`src/rtl/core/fpr_pkg.sv`:
```
// Shared types, codes and helpers for the passive reply line parser.
// Used by fpr_char_update, fpr_line_judge and ftp_passive_reply_parser.
package fpr_pkg;

  localparam int FieldCount = 6;
  localparam int FsW        = $clog2(FieldCount + 1);
  localparam int CfgIdxW    = 1;

  localparam logic [7:0] ChOpen  = 8'h28;  // '('
  localparam logic [7:0] ChComma = 8'h2C;  // ','
  localparam logic [7:0] ChZero  = 8'h30;  // '0'
  localparam logic [7:0] ChNine  = 8'h39;  // '9'
  localparam logic [7:0] ChNul   = 8'h00;
  localparam logic [7:0] FieldMax = 8'hFF;

  localparam logic [CfgIdxW-1:0] CfgPeerAddr = 1'b0;
  localparam logic [CfgIdxW-1:0] CfgAllowAny = 1'b1;

  typedef enum logic [1:0] {
    PhSeek    = 2'd0,
    PhCollect = 2'd1,
    PhDone    = 2'd2
  } phase_e;

  typedef enum logic [1:0] {
    StAccepted  = 2'd0,
    StMalformed = 2'd1,
    StRefused   = 2'd2
  } status_e;

  typedef struct packed {
    phase_e                     phase;
    logic [FsW-1:0]             fs;
    logic [7:0]                 acc;
    logic                       dp;
    logic [FieldCount-1:0][7:0] fv;
  } line_state_t;

  typedef struct packed {
    status_e     status;
    logic [31:0] addr;
    logic [15:0] port;
  } line_result_t;

  localparam line_state_t LineReset = '{
    phase: PhSeek,
    fs:    '0,
    acc:   '0,
    dp:    1'b0,
    fv:    '0
  };

  // store the accumulator as the next field; finish once all fields are held
  function automatic line_state_t store_field(line_state_t s);
    line_state_t r;
    r = s;
    for (int i = 0; i < FieldCount; i++) begin
      if (s.fs == FsW'(i)) begin
        r.fv[i] = s.acc;
      end
    end
    if (s.fs < FsW'(FieldCount)) begin
      r.fs = s.fs + FsW'(1);
    end
    r.acc = '0;
    r.dp  = 1'b0;
    if (r.fs >= FsW'(FieldCount)) begin
      r.phase = PhDone;
    end
    return r;
  endfunction

endpackage

```
`src/rtl/core/ftp_passive_reply_parser.sv`:
```
// Top level of the passive reply line parser: input register, parse state,
// result register and configuration. Depends on fpr_pkg, fpr_char_update,
// fpr_line_judge.
//
// One character enters per cycle. Each accepted word sits in an input
// register; a combinational update of the parse state (one
// multiply-by-ten, saturate and store) runs from that register, and on the
// marked last character the verdict is written to the result register. A
// result passes from the input register through the update and judgment into
// the result register. Input only stalls when a last character waits while
// the result register still holds an untaken result; a character that is not
// the last never holds up the input register.
module ftp_passive_reply_parser (
  input  logic        clk_i,
  input  logic        rst_ni,
  input  logic        s_axis_tvalid_i,
  output logic        s_axis_tready_o,
  input  logic [7:0]  s_axis_tdata_i,   // [7:0] char_code
  input  logic        s_axis_tlast_i,
  output logic        m_axis_tvalid_o,
  input  logic        m_axis_tready_i,
  output logic [47:0] m_axis_tdata_o,   // [31:0] data_address, [47:32] port_number
  output logic [1:0]  m_axis_tuser_o,   // [1:0] status
  input  logic        cfg_we_i,
  input  logic [fpr_pkg::CfgIdxW-1:0] cfg_index_i,
  input  logic [31:0] cfg_wdata_i
);
  import fpr_pkg::*;

  logic         in_valid_q;
  logic [7:0]   in_char_q;
  logic         in_last_q;
  logic         out_valid_q;
  line_result_t out_q;
  logic [31:0]  peer_addr_q;
  logic         allow_any_q;
  line_state_t  state_q;
  line_state_t  state_d;
  line_result_t result_d;
  logic         advance;
  logic         out_free;

  fpr_char_update u_update (
    .state_i (state_q),
    .char_i  (in_char_q),
    .state_o (state_d)
  );

  fpr_line_judge u_judge (
    .state_i     (state_d),
    .peer_addr_i (peer_addr_q),
    .allow_any_i (allow_any_q),
    .result_o    (result_d)
  );

  assign out_free        = !out_valid_q || m_axis_tready_i;
  assign advance         = in_valid_q && (!in_last_q || out_free);
  assign s_axis_tready_o = !in_valid_q || advance;

  always_ff @(posedge clk_i or negedge rst_ni) begin
    if (!rst_ni) begin
      in_valid_q <= 1'b0;
    end else if (s_axis_tready_o) begin
      in_valid_q <= s_axis_tvalid_i;
    end
  end

  always_ff @(posedge clk_i) begin
    if (s_axis_tready_o && s_axis_tvalid_i) begin
      in_char_q <= s_axis_tdata_i;
      in_last_q <= s_axis_tlast_i;
    end
  end

  always_ff @(posedge clk_i or negedge rst_ni) begin
    if (!rst_ni) begin
      state_q <= LineReset;
    end else if (advance) begin
      state_q <= in_last_q ? LineReset : state_d;
    end
  end

  always_ff @(posedge clk_i or negedge rst_ni) begin
    if (!rst_ni) begin
      out_valid_q <= 1'b0;
    end else if (advance && in_last_q) begin
      out_valid_q <= 1'b1;
    end else if (m_axis_tready_i) begin
      out_valid_q <= 1'b0;
    end
  end

  always_ff @(posedge clk_i) begin
    if (advance && in_last_q) begin
      out_q <= result_d;
    end
  end

  always_ff @(posedge clk_i or negedge rst_ni) begin
    if (!rst_ni) begin
      peer_addr_q <= '0;
      allow_any_q <= 1'b0;
    end else if (cfg_we_i) begin
      unique case (cfg_index_i)
        CfgPeerAddr: peer_addr_q <= cfg_wdata_i;
        CfgAllowAny: allow_any_q <= cfg_wdata_i[0];
        default: ;
      endcase
    end
  end

  assign m_axis_tvalid_o = out_valid_q;
  assign m_axis_tdata_o  = {out_q.port, out_q.addr};
  assign m_axis_tuser_o  = out_q.status;

  a_reject_zero_payload : assert property (@(posedge clk_i) disable iff (!rst_ni)
    (m_axis_tvalid_o && m_axis_tuser_o != StAccepted) |-> (m_axis_tdata_o == '0))
    else $error("non-accepted result carries address or port");

  a_status_code : assert property (@(posedge clk_i) disable iff (!rst_ni)
    m_axis_tvalid_o |-> (m_axis_tuser_o != 2'd3))
    else $error("result status out of range");

  a_collect_count : assert property (@(posedge clk_i) disable iff (!rst_ni)
    (state_q.phase == PhCollect) |-> (state_q.fs < FsW'(FieldCount)))
    else $error("collecting with all fields stored");

  a_line_clear : assert property (@(posedge clk_i) disable iff (!rst_ni)
    (advance && in_last_q) |=> (state_q.phase == PhSeek && state_q.fs == '0
                                && !state_q.dp && state_q.acc == '0))
    else $error("parse state not cleared after line end");

endmodule

```
`src/rtl/core/fpr_char_update.sv`:
```
// Per-character update of the line parse state.
// Depends on fpr_pkg (state type, character codes, store_field).
module fpr_char_update (
  input  fpr_pkg::line_state_t state_i,
  input  logic [7:0]           char_i,
  output fpr_pkg::line_state_t state_o
);
  import fpr_pkg::*;

  logic        is_digit;
  logic [11:0] mac;
  line_state_t stored;

  assign is_digit = (char_i >= ChZero) && (char_i <= ChNine);
  // acc * 10 + digit
  assign mac = {1'b0, state_i.acc, 3'b000} + {3'b000, state_i.acc, 1'b0}
             + {8'h00, char_i[3:0]};
  assign stored = store_field(state_i);

  always_comb begin
    state_o = state_i;
    unique case (state_i.phase)
      PhSeek: begin
        if (char_i == ChNul) begin
          state_o.phase = PhDone;
        end else if (char_i == ChOpen) begin
          state_o.phase = PhCollect;
        end
      end
      PhCollect: begin
        if (is_digit) begin
          state_o.acc = (mac > {4'h0, FieldMax}) ? FieldMax : mac[7:0];
          state_o.dp  = 1'b1;
        end else if (char_i == ChNul) begin
          if (state_i.dp) begin
            state_o = stored;
          end
          state_o.phase = PhDone;
        end else if (char_i == ChComma) begin
          state_o = stored;
        end else begin
          // remaining fields already hold zero
          state_o       = stored;
          state_o.fs    = FsW'(FieldCount);
          state_o.phase = PhDone;
        end
      end
      default: begin
        state_o = state_i;
      end
    endcase
  end

endmodule

```
`src/rtl/core/fpr_line_judge.sv`:
```
// End-of-line judgment: flush pending digits, check field count and peer.
// Depends on fpr_pkg (state and result types, status codes, store_field).
module fpr_line_judge (
  input  fpr_pkg::line_state_t  state_i,
  input  logic [31:0]           peer_addr_i,
  input  logic                  allow_any_i,
  output fpr_pkg::line_result_t result_o
);
  import fpr_pkg::*;

  line_state_t fin;
  logic [31:0] addr;
  logic        complete;
  logic        mismatch;

  assign fin = (state_i.phase == PhCollect && state_i.dp) ? store_field(state_i) : state_i;
  assign addr     = {fin.fv[0], fin.fv[1], fin.fv[2], fin.fv[3]};
  assign complete = fin.fs >= FsW'(FieldCount);
  assign mismatch = !allow_any_i && (peer_addr_i != '0) && (addr != peer_addr_i);

  always_comb begin
    result_o = '{status: StMalformed, addr: '0, port: '0};
    if (complete) begin
      if (mismatch) begin
        result_o.status = StRefused;
      end else begin
        result_o.status = StAccepted;
        result_o.addr   = addr;
        result_o.port   = {fin.fv[4], fin.fv[5]};
      end
    end
  end

endmodule

```
`config.mk`:
```
export PLATFORM = sky130hd
export DESIGN_NAME = ftp_passive_reply_parser
export DESIGN_NICKNAME = d
export VERILOG_FILES = /design/src/rtl/core/fpr_pkg.sv /design/src/rtl/core/ftp_passive_reply_parser.sv /design/src/rtl/core/fpr_char_update.sv /design/src/rtl/core/fpr_line_judge.sv
export SDC_FILE = /design/constraint.sdc
export NUM_CORES = 1
export LEC_CHECK = 0
export BUFFER_PORTS_ARGS = -buffer_cell sky130_fd_sc_hd__buf_2
export CAP_MARGIN = 10
export CORE_MARGIN = 4
export CORE_UTILIZATION = 54
export CTS_CLUSTER_SIZE = 10
export DETAILED_ROUTE_END_ITERATION = 6
export PLACE_DENSITY = 0.77
export SLEW_MARGIN = 15
export SYNTH_ARGS = -nofsm -noshare
export SYNTH_HDL_FRONTEND = slang
export SYNTH_SLANG_ARGS = --single-unit
```
`constraint.sdc`:
```
create_clock -name clk_i -period 4.92 [get_ports clk_i]
set_clock_uncertainty 0.2 [all_clocks]
set_input_delay 0.492 -clock clk_i [delete_from_list [all_inputs] [get_ports clk_i]]
set_output_delay 0.492 -clock clk_i [all_outputs]
set_load 0.02 [all_outputs]
```
Word-level counts from Yosys, hierarchy flattened
Cells that the tools add are included.
Cells by class
  $add $sub $neg: 4
  bitwise operators: 2
  eq/ne operators: 15
  muxes and demuxes: 31
  order comparisons: 7
  reduce and logical (&&, ||, !) cells: 23
Operators with widths (number)
  $mux 62: 3
  $mux 60: 3
  $mux 8: 13
  $mux 48: 1
  $ne 32x32->1: 1
  $reduce_bool 32->1: 1
  $eq 8x6->1 const B: 2
  $add 11x9->12: 1
  $add 12x4->12: 1
  $eq 3x2->1 const B: 4
  $eq 3x3->1 const B: 4
  $gt 12x8->1 const B: 1
  $mux 9: 1
  $ge 8x6->1 const B: 1
  $le 8x6->1 const B: 1
  $logic_not 8->1: 1
  $mux 2: 4
  $logic_and 1x1->1: 7
  $add 3x1->3 const B: 2
  $eq 3x1->1 const B: 2
  $ge 3x3->1 const B: 2
  $logic_not 3->1: 2
  $lt 3x3->1 const B: 2
  $mux 3: 2
  other kinds (11): 20
Storage, ports and cells
  word-level logic and storage cells: 101
  register bits after elaboration: 156

Logic depth before layout (Yosys ltp)
  depth after elaboration: 14
  depth in mapped cells: 24
  mapped depth without buffers: 18

Modules after synthesis
Synthesis repeated with hierarchy kept, for this count alone.
Unflattened totals
  cells, all modules: 1001
  area total of the unflattened synthesis: 10423.7 µm²
By module, submodules not included
  ftp_passive_reply_parser: area each 6718.9 µm², cells each 492, times used 1
  fpr_line_judge: area each 2008.2 µm², cells each 321, times used 1
  fpr_char_update: area each 1696.6 µm², cells each 188, times used 1

Worst setup path after synthesis
OpenSTA, ideal clock, no wires.
  path kind: register to register
  from: reg in_char_q[0]
  to: reg out_q (netlist bit m_axis_tdata_o[25]), data pin
  slack: -0.492 ns
  arrival time: 5.021 ns
  stages on the path, launching flop included: 25
  path through: edfxtp_1 or4_1 buf_2 o41ai_4 buf_2 buf_6 buf_2 nor2_1 nand2_1 xnor2_1 a31oi_1 inv_1 ha_1 inv_1 a21oi_1 and4_1 buf_4 mux2_1 o22ai_1 a2111oi_2 nand4_1 nor4_2 a31oi_1 buf_4 a2111oi_2
On the way
  word-level cells in the longest chain between the ends: 11
RTL lines
  start: declaration: line ftp_passive_reply_parser.sv:31  | logic [7:0] in_char_q;
  start signal: assignment: line ftp_passive_reply_parser.sv:70  | in_char_q <= s_axis_tdata_i;
  branches (longest 7 deep; another with $add 12x4->12)
  $mux 60 *: line fpr_line_judge.sv:16  | assign fin = (state_i.phase == PhCollect && state_i.dp) ? store_field(state_i) : state_i;
  $ge 3x3->1 or $ne 32x32->1 (tied branches): line fpr_line_judge.sv:18, fpr_line_judge.sv:19
  $not 1->1 (no line) or $logic_and 1x1->1 (tied branches)
  $reduce_or 2->1 (no line)
  end signal: assignment: line ftp_passive_reply_parser.sv:95  | out_q <= result_d;
  end: declaration: line ftp_passive_reply_parser.sv:34  | line_result_t out_q;
Every way passes the cells marked *.
A chain may end at the register's enable or synchronous reset.

Worst setup path in the final report
  from: reg state_q[51] (netlist name)
  to: reg out_q (netlist bit m_axis_tdata_o[7]), data pin
On the way
  word-level cells in the longest chain between the ends: 11
RTL lines
  start: declaration: line ftp_passive_reply_parser.sv:37  | line_state_t state_q;
  start signal: assignment: line ftp_passive_reply_parser.sv:77  | state_q <= LineReset;
  start signal: assignment: line ftp_passive_reply_parser.sv:79  | state_q <= in_last_q ? LineReset : state_d;
  $add 11x9->12: line fpr_char_update.sv:16  | assign mac = {1'b0, state_i.acc, 3'b000} + {3'b000, state_i.acc, 1'b0}
  $add 12x4->12: line fpr_char_update.sv:17  | + {8'h00, char_i[3:0]};
  $gt 12x8->1: line fpr_char_update.sv:32  | state_o.acc = (mac > {4'h0, FieldMax}) ? FieldMax : mac[7:0];
  $mux 8: line fpr_char_update.sv:32
  $mux 9: line fpr_char_update.sv:31  | if (is_digit) begin
  $mux 60 *: line fpr_char_update.sv:22  | unique case (state_i.phase)
  $mux 8: line fpr_pkg.sv:58  | if (s.fs == FsW'(i)) begin
  $mux 60 *: line fpr_line_judge.sv:16
  $ne 32x32->1: line fpr_line_judge.sv:19  | assign mismatch = !allow_any_i && (peer_addr_i != '0) && (addr != peer_addr_i);
  $logic_and 1x1->1: line fpr_line_judge.sv:19
  $reduce_or 2->1 (no line)
Mark *: on every way between the ends. The rest lies on a longest branch, timed or not.

==> metrics.md <==
| Metric | Value |
|---|---|
| Leakage power | `approximately 5.3 nW` |
| Max_slew headroom | `a little under a fifth` |
| Post-synthesis cell area | `slightly below 0.01 sq mm` |
| Worst r2r dst | `m_axis_tdata_o[7]` |
| Post-place setup slack | `-0.523 ns` |
| Port buffer count | `98` |
| Area of the multi-input gates | `between 0.005 and 0.006 sq mm` |
| Setup TNS | `-6.63 ns` |
| VDD IR max | `approximately 0.00031 V` |
| GRT Total Usage | `a little under two fifths` |
| Max-Cap Viols | `0` |
| Worst Hold Class | `input port to asynchronous set/reset pin` |
| Final Hold Vio Count | `6` |
| Worst Setup Path Type | `flip-flop to flip-flop` |
| DRC Markers | `0` |
| Vias in the first global route | `between 9,000 and 10,000` |
| Worst setup margin | `-0.227 ns` |
| Failing checks | `hold timing, setup timing` |
| Arr. time, crit path | `between 5 and 6 ns` |
| Crit end category | `flip-flop` |
| Initial Util | `between 50% and 60%` |
| Clock period minus worst slack | `between 5 and 6 ns` |
| Wire per inst | `~28 um` |
| Chip width | `142 um` |
| Antenna violations before repair | `0` |
| Status | `complete, but fails checks` |
| Syn avg cell area | `a little over 10 sq um` |
| RR Startpoint | `state_q[51]` |
| Proportion of layout cells with a drive suffix above 1 | `between 30% and 40%` |
| Total Power | `3.22 mW` |
| Hold slack final | `-0.0183 ns` |
| Seq. cell area | `approximately 0.0042 sq mm` |
| Nets | `roughly 1,200` |
| Post-detailed-route count of antenna-violating nets | `0` |
| Routability cong. | `~1.1` |
| Fin. max-slew vios | `0` |
| EDFF count, synth | `59` |
| Setup slack, reg-to-reg | `-0.23 ns` |
| Worst-Skew Late Latency | `0.44 ns` |
| End-of-flow core utilization | `between 70% and 80%` |
| Final instance area | `about 0.013 sq mm` |
| Clock sink total | `between 150 and 200` |
| Async set or reset register ratio after synthesis | `62.2%` |
| Drt initial violations | `around 1,100` |
| Global-route wire length before repair | `~56 mm` |
| Vias | `~9,700` |
| CTS tree | `yes` |
| Seq/Total Area, Yosys | `a little over two fifths` |
| Distinct cells, synth | `84` |
| Reg2reg path depth | `17` |
| PwrDens | `between 200 and 250 mW/mm^2` |
| Net Count, Synth | `about 1,000` |
| Yosys reg bits | `around 160` |
| H-tree depth | `4` |
| Die area | `roughly 0.020 sq mm` |
| RSZ-0062 raised after global routing | `true` |
| Slew @ Worst Pin | `approximately 1.2 ns` |
| Global route overflow | `0` |
| Seq pwr share | `approximately 47%` |
| Num CTS Buffers | `17` |
| F_max | `approximately 190 MHz` |
| Drt pass-1 iters | `7` |
| Filler cells | `1,200` |
| Final cell count without fillers | `~1,400` |
| Final period util | `105%` |
| # diodes | `0` |
| Largest net degree at the start of global routing | `between 70 and 80` |
| Vias per cell | `about 7` |
| Post-Synthesis Cells | `roughly 940` |
| WP data required | `4.95 ns` |
| CORE AREA | `roughly 0.017 sq mm` |
| DP Area | `approximately 0.012 sq mm` |
| Final Setup Violations | `between 40 and 50` |
| Clock Pin Slew Worst Setup and Hold Paths | `approximately 0.070 ns` |
| Comb pwr share | `12.4%` |
| Internal | `~2.3 mW` |
| DP Wirelength | `about 27 mm` |
| Clock share of power | `around two fifths` |
| Worst Path Max Fanout | `4` |
| Die height | `about 140 um` |
| Startpoint Class | `flip-flop` |
| Top Ports | `approximately 100` |
| Sw power | `about 0.93 mW` |
| Commonest register cell after synthesis | `dfrtp_1` |
| Syn. warnings | `0` |
| CTS max path bufs | `2` |
| Root Buffer | `clkbuf_16` |
| Placed Cells | `~1,300` |
| Net Sw Frac | `roughly 29%` |
| Area growth syn-to-layout | `35.0%` |
| # rows | `48` |
| Routed WL | `around 39 mm` |
[power groups by stage]
stage | sequential, mW | combinational (mW) | clock, mW
2_1_floorplan | 1.51 | 0.200 | 0
3_3_place_gp | 1.54 | 0.313 | 0
3_5_place_dp | 1.54 | 0.319 | 0
4_1_cts | 1.52 | 0.370 | 1.29
5_1_grt | 1.53 | 0.420 | 1.35
6_report | 1.53 | 0.399 | 1.29
[cell type report]
type	instances	area share, %
clock buffer	18	3.30
clock inverter	14	1.05
inverter	23	0.682
multi-input combinational	704	45.8
sequential	156	32.3
tap	225	2.16
timing repair buffer	268	14.8
[cells in the final DEF, fill, tap and decap left out, drive strengths merged, types with 12 or more instances in the layout]
| cell type | instances |
|---|---|
| edfxtp | 59 |
| a22o | 35 |
| mux2 | 37 |
| nor2 | 73 |
| inv | 28 |
| buf | 267 |
| nor3 | 16 |
| nor2b | 12 |
| nor4 | 16 |
| nand2 | 93 |
| dfrtp | 97 |
| o21ai | 59 |
| and3 | 13 |
| mux2i | 44 |
| clkbuf | 18 |
| ha | 25 |
| nand3 | 21 |
| xnor2 | 17 |
| a2111oi | 38 |
| nand2b | 13 |
| a21oi | 32 |
[synth_stat cells, types with 12 or more instances]
library cell	instances	area (sq um)
nor3_1	13	65.1
dfrtp_1	97	2430
o21ai_0	52	260
nand2b_1	13	81.3
a22o_1	35	307
and3_1	13	81.3
ha_1	25	313
nor2b_1	12	75.1
mux2_2	36	405
nand3_1	21	105
edfxtp_1	59	1770
a2111oi_2	30	450
nor4_1	15	93.8
nand2_1	93	349
clkbuf_1	48	180
xnor2_1	17	149
nor2_1	72	270
a21oi_1	32	160
inv_1	23	86.3
mux2i_1	44	440
[registers in the layout (all words and copies together), names as in the netlist]
| name | count |
|---|---|
| allow_any_q | 1 |
| in_char_q | 8 |
| in_last_q | 1 |
| in_valid_q | 1 |
| m_axis_tdata_o | 48 |
| m_axis_tuser_o | 2 |
| m_axis_tvalid_o | 1 |
| peer_addr_q | 32 |
| state_q | 62 |
[logic make-up after synthesis]
| kind of cell | share of synthesized area, % |
|---|---|
| adder cells (fa/ha/maj) | 3.66 |
| flip-flops | 43.6 |
| AND/OR/NAND/NOR | 15.6 |
| XOR/XNOR | 2.00 |
| multiplexers | 8.89 |
| buffers and inverters | 3.45 |
| AO/OA/AOI/OAI | 22.9 |
[worst max-delay path, stage by stage, from the launching register on]
cell	delay, ns
dfrtp_1	0.41
fa_1	0.61
inv_2	0.05
fa_2	0.34
nand2b_4	0.15
a211o_1	0.33
a221oi_4	0.36
o22ai_2	0.14
buf_6	0.15
or3_4	0.40
a221o_1	0.42
xnor2_1	0.18
nand4_1	0.13
nor4_2	0.16
buf_4	0.17
a31oi_4	0.16
buf_12	0.21
a2111oi_4	0.37
[what timing repair did]
action | in CTS | in global routing
endpoints found under the setup margin | 49 | 49
hold buffers | 0 | 0
gates resized for setup | 59 | 49
cloned | 3 | 0
pin swaps | 29 | 11
setup buffers | 21 | 10
[routing by layer]
metal	global-route usage [%]	share of wire (%)
met5	0	0
met4	21.0	7.1
met3	9.47	11
met2	58.7	46
met1	47.2	37
[worst max path at each step]
stage / from / to / slack, ns / cells past startpoint
after CTS: state_q[51] / m_axis_tdata_o[11] / -0.07 / 16
final: state_q[51] / m_axis_tdata_o[7] / -0.23 / 17
after global routing: in_char_q[6] / m_axis_tdata_o[7] / -0.31 / 23
after global placement: in_char_q[3] / m_axis_tdata_o[7] / -0.45 / 16
after detailed placement: in_char_q[3] / m_axis_tdata_o[45] / -0.52 / 22
after floorplan: in_char_q[1] / m_axis_tuser_o[1] / -0.17 / 24
Note: power is estimated with default switching activity, not from simulation.
